===== config.mk =====
export PLATFORM = sky130hd
export DESIGN_NAME = ntfs_run_list_decoder_unit_flat
export DESIGN_NICKNAME = d
export VERILOG_FILES = /design/src/hw/rtl/ntfs_rld_pkg.sv /design/src/hw/rtl/ntfs_rld_in_if.sv /design/src/hw/rtl/ntfs_rld_out_if.sv /design/src/hw/rtl/ntfs_rld_parser.sv /design/src/hw/rtl/ntfs_run_list_decoder_unit.sv /design/src/flat_wrapper.sv
export SDC_FILE = /design/constraint.sdc
export NUM_CORES = 1
export LEC_CHECK = 0
export BUFFER_PORTS_ARGS = -buffer_cell sky130_fd_sc_hd__buf_4
export CAP_MARGIN = 5
export CORE_AREA = 5 5 154 304
export CTS_CLUSTER_DIAMETER = 120
export DETAILED_ROUTE_END_ITERATION = 7
export DIE_AREA = 0 0 159 309
export PLACE_DENSITY = 0.54
export SYNTH_ARGS = -nofsm -noshare
export SYNTH_HDL_FRONTEND = slang
export SYNTH_SLANG_ARGS = --single-unit
export TNS_END_PERCENT = 30

===== constraint.sdc =====
create_clock -name clk -period 26.8 [get_ports clk]
set_input_delay 2.68 -clock clk [delete_from_list [all_inputs] [get_ports clk]]
set_output_delay 2.68 -clock clk [all_outputs]
set_load 0.02 [all_outputs]

===== src/hw/rtl/ntfs_rld_pkg.sv =====
`timescale 1ns / 1ps
// ----------------------------------------------------------------------------
// NTFS run list decoder package
// Shared constants, codes and the result record of the run list decoder.
// ----------------------------------------------------------------------------
package ntfs_rld_pkg;

	// Largest header sizes that still describe a run.
	localparam int MAX_LENGTH_BYTES = 4;
	localparam int MAX_OFFSET_BYTES = 8;

	// Field widths.
	localparam int BYTE_W    = 8;
	localparam int KIND_W    = 2;
	localparam int LENGTH_W  = 32;
	localparam int CLUSTER_W = 64;
	localparam int RUN_W     = 8;

	// Byte lanes of the length and offset words.
	localparam int LEN_LANES = LENGTH_W / BYTE_W;
	localparam int OFF_LANES = CLUSTER_W / BYTE_W;

	// Counter widths: each must hold its maximum size itself.
	localparam int LEN_CNT_W = $clog2(MAX_LENGTH_BYTES + 1);
	localparam int OFF_CNT_W = $clog2(MAX_OFFSET_BYTES + 1);
	localparam int BCNT_W    = (LEN_CNT_W > OFF_CNT_W) ? LEN_CNT_W : OFF_CNT_W;

	// Header nibble width.
	localparam int NIB_W = 4;

	// Saturation value of the run counter.
	localparam logic [RUN_W-1:0] RUN_MAX = {RUN_W{1'b1}};

	// Result kinds.
	typedef enum logic [KIND_W-1:0] {
		KIND_RUN  = 2'd0,
		KIND_TERM = 2'd1,
		KIND_CUT  = 2'd2
	} kind_t;

	// Parser phases, one-hot.
	typedef enum logic [3:0] {
		PH_HEADER = 4'b0001,
		PH_LENGTH = 4'b0010,
		PH_OFFSET = 4'b0100,
		PH_SKIP   = 4'b1000
	} phase_t;

	// One result item as it leaves the parser.
	typedef struct packed {
		kind_t                        kind;
		logic [LENGTH_W-1:0]          run_length;
		logic signed [CLUSTER_W-1:0]  start_cluster;
		logic [RUN_W-1:0]             run_number;
		logic                         list_done;
	} result_t;

endpackage


===== src/hw/rtl/ntfs_rld_in_if.sv =====
`timescale 1ns / 1ps
// ----------------------------------------------------------------------------
// NTFS run list decoder input channel
// Carries one run list byte and its final-byte flag per transfer.
// ----------------------------------------------------------------------------
interface ntfs_rld_in_if;
	import ntfs_rld_pkg::*;

	logic              valid;
	logic              ready;
	logic [BYTE_W-1:0] data_byte;
	logic              final_byte;

	modport source (output valid, output data_byte, output final_byte, input ready);
	modport sink   (input valid, input data_byte, input final_byte, output ready);

endinterface


===== src/hw/rtl/ntfs_rld_out_if.sv =====
`timescale 1ns / 1ps
// ----------------------------------------------------------------------------
// NTFS run list decoder result channel
// Carries one decoded run, terminator or cut-off report per transfer.
// ----------------------------------------------------------------------------
interface ntfs_rld_out_if;
	import ntfs_rld_pkg::*;

	logic                        valid;
	logic                        ready;
	logic [KIND_W-1:0]           kind;
	logic [LENGTH_W-1:0]         run_length;
	logic signed [CLUSTER_W-1:0] start_cluster;
	logic [RUN_W-1:0]            run_number;
	logic                        list_done;

	modport source (output valid, output kind, output run_length, output start_cluster,
		output run_number, output list_done, input ready);
	modport sink   (input valid, input kind, input run_length, input start_cluster,
		input run_number, input list_done, output ready);

endinterface


===== src/hw/rtl/ntfs_rld_parser.sv =====
`timescale 1ns / 1ps
// ----------------------------------------------------------------------------
// NTFS run list parser
// Holds the run list state and turns one byte per step into at most one
// result: header decode, little-endian length and offset assembly, and the
// running cluster sum.
// ----------------------------------------------------------------------------
module ntfs_rld_parser (
	input  logic                            clk,
	input  logic                            arst_n,
	input  logic                            step,
	input  logic [ntfs_rld_pkg::BYTE_W-1:0] data_byte,
	input  logic                            final_byte,
	output logic                            res_valid,
	output ntfs_rld_pkg::result_t           res
);
	import ntfs_rld_pkg::*;

	phase_t                      phase_q, phase_d;
	logic [LEN_CNT_W-1:0]        len_bytes_q, len_bytes_d;
	logic [OFF_CNT_W-1:0]        off_bytes_q, off_bytes_d;
	logic [BCNT_W-1:0]           bcnt_q, bcnt_d;
	logic [LENGTH_W-1:0]         len_acc_q, len_acc_d;
	logic [CLUSTER_W-1:0]        off_acc_q, off_acc_d;
	logic [CLUSTER_W-1:0]        cluster_q, cluster_d;
	logic [RUN_W-1:0]            run_q, run_d;

	logic [NIB_W-1:0]            hdr_len, hdr_off;
	logic                        hdr_bad;
	logic [BCNT_W-1:0]           bcnt_inc;
	logic [LENGTH_W-1:0]         len_next;
	logic [CLUSTER_W-1:0]        off_next;
	logic [CLUSTER_W-1:0]        add_operand;
	logic [CLUSTER_W-1:0]        cluster_sum;
	logic                        len_full, off_full;

	// Header nibbles and the terminator test.
	assign hdr_len = data_byte[NIB_W-1:0];
	assign hdr_off = data_byte[BYTE_W-1:NIB_W];
	assign hdr_bad = (hdr_len == '0) || (hdr_len > NIB_W'(MAX_LENGTH_BYTES))
		|| (hdr_off > NIB_W'(MAX_OFFSET_BYTES));

	assign bcnt_inc = bcnt_q + 1'b1;
	assign len_full = bcnt_inc >= BCNT_W'(len_bytes_q);
	assign off_full = bcnt_inc >= BCNT_W'(off_bytes_q);

	// Length word with the current byte placed in its lane.
	always_comb begin
		len_next = len_acc_q;
		for (int k = 0; k < LEN_LANES; k++) begin
			if (bcnt_q == BCNT_W'(k)) begin
				len_next[k*BYTE_W +: BYTE_W] = data_byte;
			end
		end
	end

	// Offset word with the current byte in its lane and its sign copied into
	// every lane above, so the word is sign-extended once the last byte lands.
	always_comb begin
		off_next = off_acc_q;
		for (int k = 0; k < OFF_LANES; k++) begin
			if (bcnt_q == BCNT_W'(k)) begin
				off_next[k*BYTE_W +: BYTE_W] = data_byte;
			end else if (BCNT_W'(k) > bcnt_q) begin
				off_next[k*BYTE_W +: BYTE_W] = {BYTE_W{data_byte[BYTE_W-1]}};
			end
		end
	end

	// A run without offset bytes leaves the running cluster unchanged.
	assign add_operand = (phase_q == PH_OFFSET) ? off_next : '0;
	assign cluster_sum = cluster_q + add_operand;

	// Next state and result.
	always_comb begin
		phase_d      = phase_q;
		len_bytes_d  = len_bytes_q;
		off_bytes_d  = off_bytes_q;
		bcnt_d       = bcnt_q;
		len_acc_d    = len_acc_q;
		off_acc_d    = off_acc_q;
		cluster_d    = cluster_q;
		run_d        = run_q;
		res_valid    = 1'b0;
		res.kind          = KIND_RUN;
		res.run_length    = '0;
		res.start_cluster = cluster_q;
		res.run_number    = run_q;
		res.list_done     = 1'b1;

		unique case (phase_q)
			PH_HEADER: begin
				if (hdr_bad) begin
					res_valid = 1'b1;
					res.kind  = KIND_TERM;
					if (final_byte) begin
						cluster_d = '0;
						run_d     = '0;
					end else begin
						phase_d = PH_SKIP;
					end
				end else if (final_byte) begin
					res_valid = 1'b1;
					res.kind  = KIND_CUT;
					cluster_d = '0;
					run_d     = '0;
				end else begin
					len_bytes_d = LEN_CNT_W'(hdr_len);
					off_bytes_d = OFF_CNT_W'(hdr_off);
					bcnt_d      = '0;
					len_acc_d   = '0;
					off_acc_d   = '0;
					phase_d     = PH_LENGTH;
				end
			end
			PH_LENGTH, PH_OFFSET: begin
				len_acc_d = (phase_q == PH_LENGTH) ? len_next : len_acc_q;
				off_acc_d = (phase_q == PH_OFFSET) ? off_next : off_acc_q;
				bcnt_d    = bcnt_inc;
				if ((phase_q == PH_LENGTH) ? len_full : off_full) begin
					bcnt_d = '0;
					if ((phase_q == PH_OFFSET) || (off_bytes_q == '0)) begin
						// The run is complete.
						res_valid         = 1'b1;
						res.kind          = KIND_RUN;
						res.run_length    = len_acc_d;
						res.start_cluster = cluster_sum;
						res.list_done     = final_byte;
						if (final_byte) begin
							cluster_d = '0;
							run_d     = '0;
							phase_d   = PH_HEADER;
						end else begin
							cluster_d = cluster_sum;
							run_d     = (run_q == RUN_MAX) ? run_q : run_q + 1'b1;
							phase_d   = PH_HEADER;
						end
					end else if (final_byte) begin
						res_valid = 1'b1;
						res.kind  = KIND_CUT;
						cluster_d = '0;
						run_d     = '0;
						phase_d   = PH_HEADER;
					end else begin
						phase_d = PH_OFFSET;
					end
				end else if (final_byte) begin
					// The attribute area ends inside the run.
					res_valid = 1'b1;
					res.kind  = KIND_CUT;
					bcnt_d    = '0;
					cluster_d = '0;
					run_d     = '0;
					phase_d   = PH_HEADER;
				end
			end
			PH_SKIP: begin
				if (final_byte) begin
					cluster_d = '0;
					run_d     = '0;
					phase_d   = PH_HEADER;
				end
			end
			default: begin
				phase_d = PH_HEADER;
			end
		endcase
	end

	// Control state.
	always_ff @(posedge clk or negedge arst_n) begin
		if (!arst_n) begin
			phase_q   <= PH_HEADER;
			bcnt_q    <= '0;
			cluster_q <= '0;
			run_q     <= '0;
		end else if (step) begin
			phase_q   <= phase_d;
			bcnt_q    <= bcnt_d;
			cluster_q <= cluster_d;
			run_q     <= run_d;
		end
	end

	// Run fields, reloaded by every valid header before use.
	always_ff @(posedge clk) begin
		if (step) begin
			len_bytes_q <= len_bytes_d;
			off_bytes_q <= off_bytes_d;
			len_acc_q   <= len_acc_d;
			off_acc_q   <= off_acc_d;
		end
	end

endmodule


===== src/hw/rtl/ntfs_run_list_decoder_unit.sv =====
`timescale 1ns / 1ps
// ----------------------------------------------------------------------------
// NTFS run list decoder
// Decodes the data run list of one non-resident attribute, one byte per
// transfer, into run lengths and absolute starting clusters.
//
//   Channel  Direction  Payload
//   item     in         data_byte[7:0], final_byte
//   result   out        kind[1:0], run_length[31:0], start_cluster[63:0],
//                       run_number[7:0], list_done
//
// One byte is taken per cycle unless a stalled result holds the input. A
// byte passes an input register, the parser logic and the result register;
// the 64-bit cluster add sets the cycle time.
// Reset returns the parser to expecting the first header of a new list.
// While a result waits in the output register, the input register still
// holds one byte; further bytes wait until the result is taken.
// ----------------------------------------------------------------------------
module ntfs_run_list_decoder_unit (
	input  logic           clk,
	input  logic           arst_n,
	ntfs_rld_in_if.sink    item,
	ntfs_rld_out_if.source result
);
	import ntfs_rld_pkg::*;

	logic              valid_s1;
	logic [BYTE_W-1:0] byte_s1;
	logic              final_s1;
	logic              advance;
	logic              res_valid;
	result_t           res;
	logic              out_valid_q;
	result_t           out_q;

	// The parser steps whenever the result register can take its output.
	assign advance    = !out_valid_q || result.ready;
	assign item.ready = !valid_s1 || advance;

	// Input register.
	always_ff @(posedge clk or negedge arst_n) begin
		if (!arst_n) begin
			valid_s1 <= 1'b0;
		end else if (item.ready) begin
			valid_s1 <= item.valid;
		end
	end

	always_ff @(posedge clk) begin
		if (item.valid && item.ready) begin
			byte_s1  <= item.data_byte;
			final_s1 <= item.final_byte;
		end
	end

	ntfs_rld_parser u_parser (
		.clk        (clk),
		.arst_n     (arst_n),
		.step       (valid_s1 && advance),
		.data_byte  (byte_s1),
		.final_byte (final_s1),
		.res_valid  (res_valid),
		.res        (res)
	);

	// Result register.
	always_ff @(posedge clk or negedge arst_n) begin
		if (!arst_n) begin
			out_valid_q <= 1'b0;
		end else if (advance) begin
			out_valid_q <= valid_s1 && res_valid;
		end
	end

	always_ff @(posedge clk) begin
		if (advance && valid_s1 && res_valid) begin
			out_q <= res;
		end
	end

	assign result.valid         = out_valid_q;
	assign result.kind          = out_q.kind;
	assign result.run_length    = out_q.run_length;
	assign result.start_cluster = out_q.start_cluster;
	assign result.run_number    = out_q.run_number;
	assign result.list_done     = out_q.list_done;

endmodule


===== src/flat_wrapper.sv =====
// flat-port wrapper written by rule: the top's interface ports become plain ports
module ntfs_run_list_decoder_unit_flat import ntfs_rld_pkg::*;
  (clk, arst_n, item_valid, item_data_byte, item_final_byte, item_ready, result_valid, result_kind, result_run_length, result_start_cluster, result_run_number, result_list_done, result_ready);
  ntfs_rld_in_if item_i ();
  ntfs_rld_out_if result_i ();
  input  logic clk;
  input  logic arst_n;
  input wire logic [$bits(item_i.valid)-1:0] item_valid;
  input wire logic [$bits(item_i.data_byte)-1:0] item_data_byte;
  input wire logic [$bits(item_i.final_byte)-1:0] item_final_byte;
  output wire logic [$bits(item_i.ready)-1:0] item_ready;
  output wire logic [$bits(result_i.valid)-1:0] result_valid;
  output wire logic [$bits(result_i.kind)-1:0] result_kind;
  output wire logic [$bits(result_i.run_length)-1:0] result_run_length;
  output wire logic [$bits(result_i.start_cluster)-1:0] result_start_cluster;
  output wire logic [$bits(result_i.run_number)-1:0] result_run_number;
  output wire logic [$bits(result_i.list_done)-1:0] result_list_done;
  input wire logic [$bits(result_i.ready)-1:0] result_ready;
  assign item_i.valid = item_valid;
  assign item_i.data_byte = item_data_byte;
  assign item_i.final_byte = item_final_byte;
  assign item_ready = item_i.ready;
  assign result_valid = result_i.valid;
  assign result_kind = result_i.kind;
  assign result_run_length = result_i.run_length;
  assign result_start_cluster = result_i.start_cluster;
  assign result_run_number = result_i.run_number;
  assign result_list_done = result_i.list_done;
  assign result_i.ready = result_ready;
  ntfs_run_list_decoder_unit u_core (.clk(clk), .arst_n(arst_n), .item(item_i), .result(result_i));
endmodule

Word-level counts from Yosys, hierarchy flattened
Index checks and enable logic that the tools add are counted.
{"block": "word_totals", "reg_bits": 301, "inputBits": 13, "output_inout_bits": 109, "elab_cells": 142}
{"block": "op_classes", "n_addsub": 3, "magnitude_cmp": 12, "n_eq_ne": 16, "muxes": 67, "bitwise_logic": 2, "n_reduce_logical": 25}
{"op": "64-bit two-way mux", "n": 11}
{"op": "64-bit case mux with 2 select lines", "n": 2}
{"op": "8-bit two-way mux", "n": 25}
{"op": "32-bit two-way mux", "n": 3}
{"op": "64-bit adder", "n": 1}
{"op": "32-bit case mux with 2 select lines", "n": 1}
{"op": "4-bit two-way mux", "n": 9}
{"op": "4-bit by 3-bit equality test with 1-bit output, second input constant", "n": 5}
{"op": "3-bit by 4-bit greater-than comparator with 1-bit output, first input constant", "n": 4}
{"op": "8-bit case mux with 2 select lines", "n": 1}
{"op": "4-bit by 2-bit equality test with 1-bit output, second input constant", "n": 3}
{"op": "4-bit zero test", "n": 3}
{"op": "4-bit case mux with 3 select lines", "n": 1}
{"op": "8-bit by 1-bit adder with 8-bit output, second input constant", "n": 1}
{"op": "4-bit by 1-bit equality test with 1-bit output, second input constant", "n": 2}
{"op": "8-bit equality test, second input constant", "n": 1}
{"op": "1-bit by 4-bit greater-than comparator with 1-bit output, first input constant", "n": 2}
{"op": "2-bit by 4-bit greater-than comparator with 1-bit output, first input constant", "n": 2}
{"op": "2-bit two-way mux", "n": 4}
{"op": "4-bit case mux with 2 select lines", "n": 1}
{"op": "4-bit AND reduction", "n": 2}
{"op": "3-bit two-way mux", "n": 2}
{"op": "2-bit != test, second input constant", "n": 3}
{"op": "3-bit AND reduction", "n": 2}
{"op": "other kinds (18)", "n": 34}

Logic depth before layout (Yosys ltp)
{"block": "depth", "word_depth": 9, "ltp_mapped": 19, "ltp_nobuf": 17}

Cells and area by module
From an unflattened synthesis, not the netlist that was laid out.
{"block": "unflattened", "cells_unflattened": 1817, "hier_area_um2": 17424.2}
{"mod": "ntfs_rld_parser", "instances": 1, "cells_per_inst": 1691, "area_per_inst_um2": 13829.5, "seq_area_each_um2": 5096.1}
{"mod": "ntfs_run_list_decoder_unit", "instances": 1, "cells_per_inst": 126, "area_per_inst_um2": 3594.7, "seq_area_each_um2": 3533.4}

Least setup slack after synthesis
No wires, ideal clock.
{"block": "synth_path", "path_type": "input to register", "from": "input port result_ready", "to": "register u_core.out_q (netlist bit u_core.result.kind[0]) (enable)", "setup_time_ns": 0.638, "arrival_ns": 8.282, "t_required_ns": 26.162, "path_slack_ns": 17.880, "cell_stages": 4, "path_buffers": 0, "path_cell_list": "inv_1 -> nand2_1 -> nand2_1 -> a31oi_1"}
{"block": "synth_via", "elab_chain_cells": 3}
{"element": "from (decl)", "line": "flat_wrapper.sv:18", "rtl": "input wire logic [$bits(result_i.ready)-1:0] result_ready;"}
{"element": "1-bit logical OR", "line": "ntfs_run_list_decoder_unit.sv:37", "rtl": "assign advance = !out_valid_q || result.ready;"}
{"element": "1-bit logical AND (2 in series)", "line": "ntfs_run_list_decoder_unit.sv:76", "rtl": "if (advance && valid_s1 && res_valid) begin"}
{"element": "to (signal assigned)", "line": "ntfs_run_list_decoder_unit.sv:77", "rtl": "out_q <= res;"}
{"element": "to (decl)", "line": "ntfs_run_list_decoder_unit.sv:34", "rtl": "result_t out_q;"}
No other way between the ends.
A chain may end at the register's enable or synchronous reset.

Final worst setup path
{"block": "layout_path", "from": "input port result_ready", "to": "output port item_ready"}
{"block": "layout_via", "elab_chain_cells": 2}
{"element": "1-bit logical OR", "line": "ntfs_run_list_decoder_unit.sv:37"}
{"element": "1-bit logical OR", "line": "ntfs_run_list_decoder_unit.sv:38", "rtl": "assign item.ready = !valid_s1 || advance;"}
{"element": "to (decl)", "line": "flat_wrapper.sv:11", "rtl": "output wire logic [$bits(item_i.ready)-1:0] item_ready;"}
No other way between the ends.

==> flow_summary.toml <==
[run_status]
status = "finished, final reports clean"

[cts]
cts_buffer_depth = 3
ctsHoldBuffers = 0
clock-root-buffer = "clkbuf_16"
worstSkewPairLatency_ns = 0.57
cts_made_buffers = 28
clkSlewWorstSetupHoldPaths_ns = 0.07
cts.sinks = 301
cts.repair.resized = 0
tritoncts = "built"
h-tree-depth = 1
post_cts_buffers = 0

[final_layout]
antennaDiodeCount = 0
layout-drive-gt1-share_pct = 13.2
area_growth_pct = 14.1
design_area_um2 = 19400
nets = 1892

[worst_hold_path]
holdPathStages = 0
min_path_type = "flop to flop"

[synth]
syn_inst = 1735
ys_types = 80
synthFlopType = "edfxtp_1"
synth_edf_count = 219
yosys_register_bits = 301
yosysWarnings = 0
yosysSeqAreaShare_pct = 50.7
synth_nets = 1824
avgSynthCellArea_um2 = 9.81
ys_async_sr_fraction_pct = 27.2
syn_area_um2 = 17000

[timing]
fin_crit_ns = 5.84
max-slew-margin-rel_pct = 22.9
layout_setup_ws_ns = 20.96
rsz0062_at_grt = "no"
setup_tns_ns = 0
worst_slew_pin_slew_ns = 1.16
final_hold_viol_count = 0
fin_skew_ns = 0.0167
finalSetupViolations = 0
slew_viol_final = 0
max_freq_ghz = 0.171
finalCritPeriodShare_pct = 21.8

[die]
initial_core_util_pct = 38.6
ios = 122
design.core.area_um2 = 44100
die_width_um = 159
fp.dieArea_um2 = 49100
fp-row-count = 109
die_y_um = 309

[pwr]
switchingPower_mw = 0.410
swShare_pct = 30.9
pwr-share-comb_pct = 21.5
power.internal_mw = 0.914
seqPwrFrac_pct = 45.4
clockPowerShare_pct = 33.2
p_leak_nw = 8.36
total_power_mw = 1.32
peakVddDrop_uv = 43.4
p_per_area_nw_per_um2 = 68.2

[grt]
grt_usage_pct = 20.6
grt_overflow_total = 0
antenna_found_initial = 0
grt_start_max_net_pins = 92
grt_pass1_vias = 13600
grt_pass1_wl_mm = 80.3

[detailed_routing]
dr.pass1.iters = 5
wire_per_inst_um = 22.0
drcViolationCount = 0
routed_wl_mm = 52.3
drtAntennaViolNets = 0
viasPerCell = 5.60
vias = 13300
drt_first_iter_violations = 737

[placement]
io_buffers = 121
place_ws_ns = 20.96
place_hpwl_mm = 36.5
post_dp_cell_area_um2 = 18400
gp_congestion = 0.912

[job]
maxCapViolCount = 0

[worst_setup_path]
arrival_ns = 3.16
crit_path_start_kind = "primary input"
worst_r2r_path_depth = 16
endpoint_kind = "output port"
crit_type = "primary input to output port"
worstPathRequired_ns = 24.12
cp_max_fo = 3
-- path summary, 6_finish.rpt --
kind                                            from                              end  slack [ns]
setup / recovery                        result_ready                       item_ready       20.96
hold reg to reg             u_core.u_parser.run_q[5]      u_core.result.run_number[5]        0.49
setup reg to reg           u_core.u_parser.bcnt_q[3]  u_core.result.start_cluster[56]       21.08
hold / removal              u_core.u_parser.run_q[5]      u_core.result.run_number[5]        0.49
max in group asynchronous                     arst_n    u_core.u_parser.cluster_q[27]       23.47
min in group asynchronous                     arst_n     u_core.u_parser.cluster_q[2]        1.97
-- critical path, stage by stage --
cell and delay (ns):
buf_4 0.11, inv_1 0.09, nand3_1 0.11, buf_4 0.18
-- stage by stage --
step	std cells	hold WS [ns]	utilization, %
finish	2380	0.492	44.1
global route	2380	0.512	44.1
CTS	2380	0.498	44.1
detailed placement	2328	0.480	41.8
global placement	2328	0.486	41.8
floorplan	1735	0.448	-
-- layout by cell type, fill, tap and decap left out, drive strengths merged, types with 34 or more instances in the layout --
master	count
nor2	230
nand2	265
clkbuf	35
inv	34
ha	75
xor2	38
a21o	36
o21ai	114
a21oi	106
mux2i	44
dfrtp	81
edfxtp	219
buf	146
nor3	45
-- power groups by stage --
stage          logic [mW]  registers [mW]  clock network [mW]
2_1_floorplan       0.108           0.674                   0
3_3_place_gp        0.287           0.610                   0
3_5_place_dp        0.290           0.610                   0
4_1_cts             0.291           0.601               0.450
5_1_grt             0.306           0.606               0.468
6_report            0.284           0.601               0.439
-- kinds of logic after synthesis --
group	share of synthesized area [%]
AO/OA/AOI/OAI	16.8
XOR/XNOR	3.50
adder cells (fa/ha/maj)	5.63
buffers and inverters	3.29
flip-flops	50.7
multiplexers	3.32
AND/OR/NAND/NOR	16.8
-- state kept, by name, summed over array words and instances (netlist names), 2 cells and up --
signal	cells
u_core.result.run_length	32
u_core.u_parser.phase_q	4
u_core.result.kind	2
u_core.u_parser.off_bytes_q	4
u_core.u_parser.len_bytes_q	3
u_core.u_parser.run_q	8
u_core.u_parser.off_acc_q	64
u_core.u_parser.bcnt_q	4
u_core.u_parser.cluster_q	64
u_core.byte_s1	8
u_core.result.run_number	8
u_core.result.start_cluster	64
u_core.u_parser.len_acc_q	32
-- cell usage after synthesis (6+ instances only) --
library cell / instances / share of area, %
a31oi_1: 10 / 0.37
o221ai_1: 8 / 0.41
ha_1: 75 / 5.5
buf_2: 20 / 0.59
and3_1: 9 / 0.33
a22oi_1: 22 / 0.97
a211oi_1: 7 / 0.31
o21ai_0: 99 / 2.9
o31ai_1: 6 / 0.26
o21bai_1: 12 / 0.53
nand2_1: 264 / 5.8
a21o_1: 35 / 1.5
a221oi_1: 9 / 0.46
a21oi_1: 105 / 3.1
xor2_1: 38 / 2.0
nand4_1: 30 / 1.1
o21ai_1: 13 / 0.38
nor3_1: 44 / 1.3
mux2_2: 11 / 0.73
dfrtp_1: 81 / 12
edfxtp_1: 219 / 39
nand3_1: 22 / 0.65
mux2i_1: 44 / 2.6
a22o_1: 29 / 1.5
inv_1: 33 / 0.73
or3_1: 7 / 0.26
o21a_1: 9 / 0.40
nand2b_1: 6 / 0.22
and2_1: 6 / 0.22
clkbuf_1: 76 / 1.7
o211ai_1: 9 / 0.40
buf_1: 11 / 0.24
o22ai_1: 31 / 1.1
nor2b_1: 13 / 0.48
xnor2_1: 30 / 1.5
nor2_1: 229 / 5.1
-- layout make-up --
cell class	instances	area, µm²
clock buffer	35	757
clock inverter	17	240
fill	4280	24600
inverter	34	128
multi-input combinational	1292	7870
sequential	301	8630
tap	555	694
timing repair buffer	146	1100
-- metal layers --
layer	track usage [%]	vias up	routed length (µm)
li1	-	6427	-
met1	22.8	6498	19800
met3	2.21	76	2010
met4	7.86	0	2050
met2	39.9	331	28500
met5	0	-	0
(Power assumes the default switching activity.)
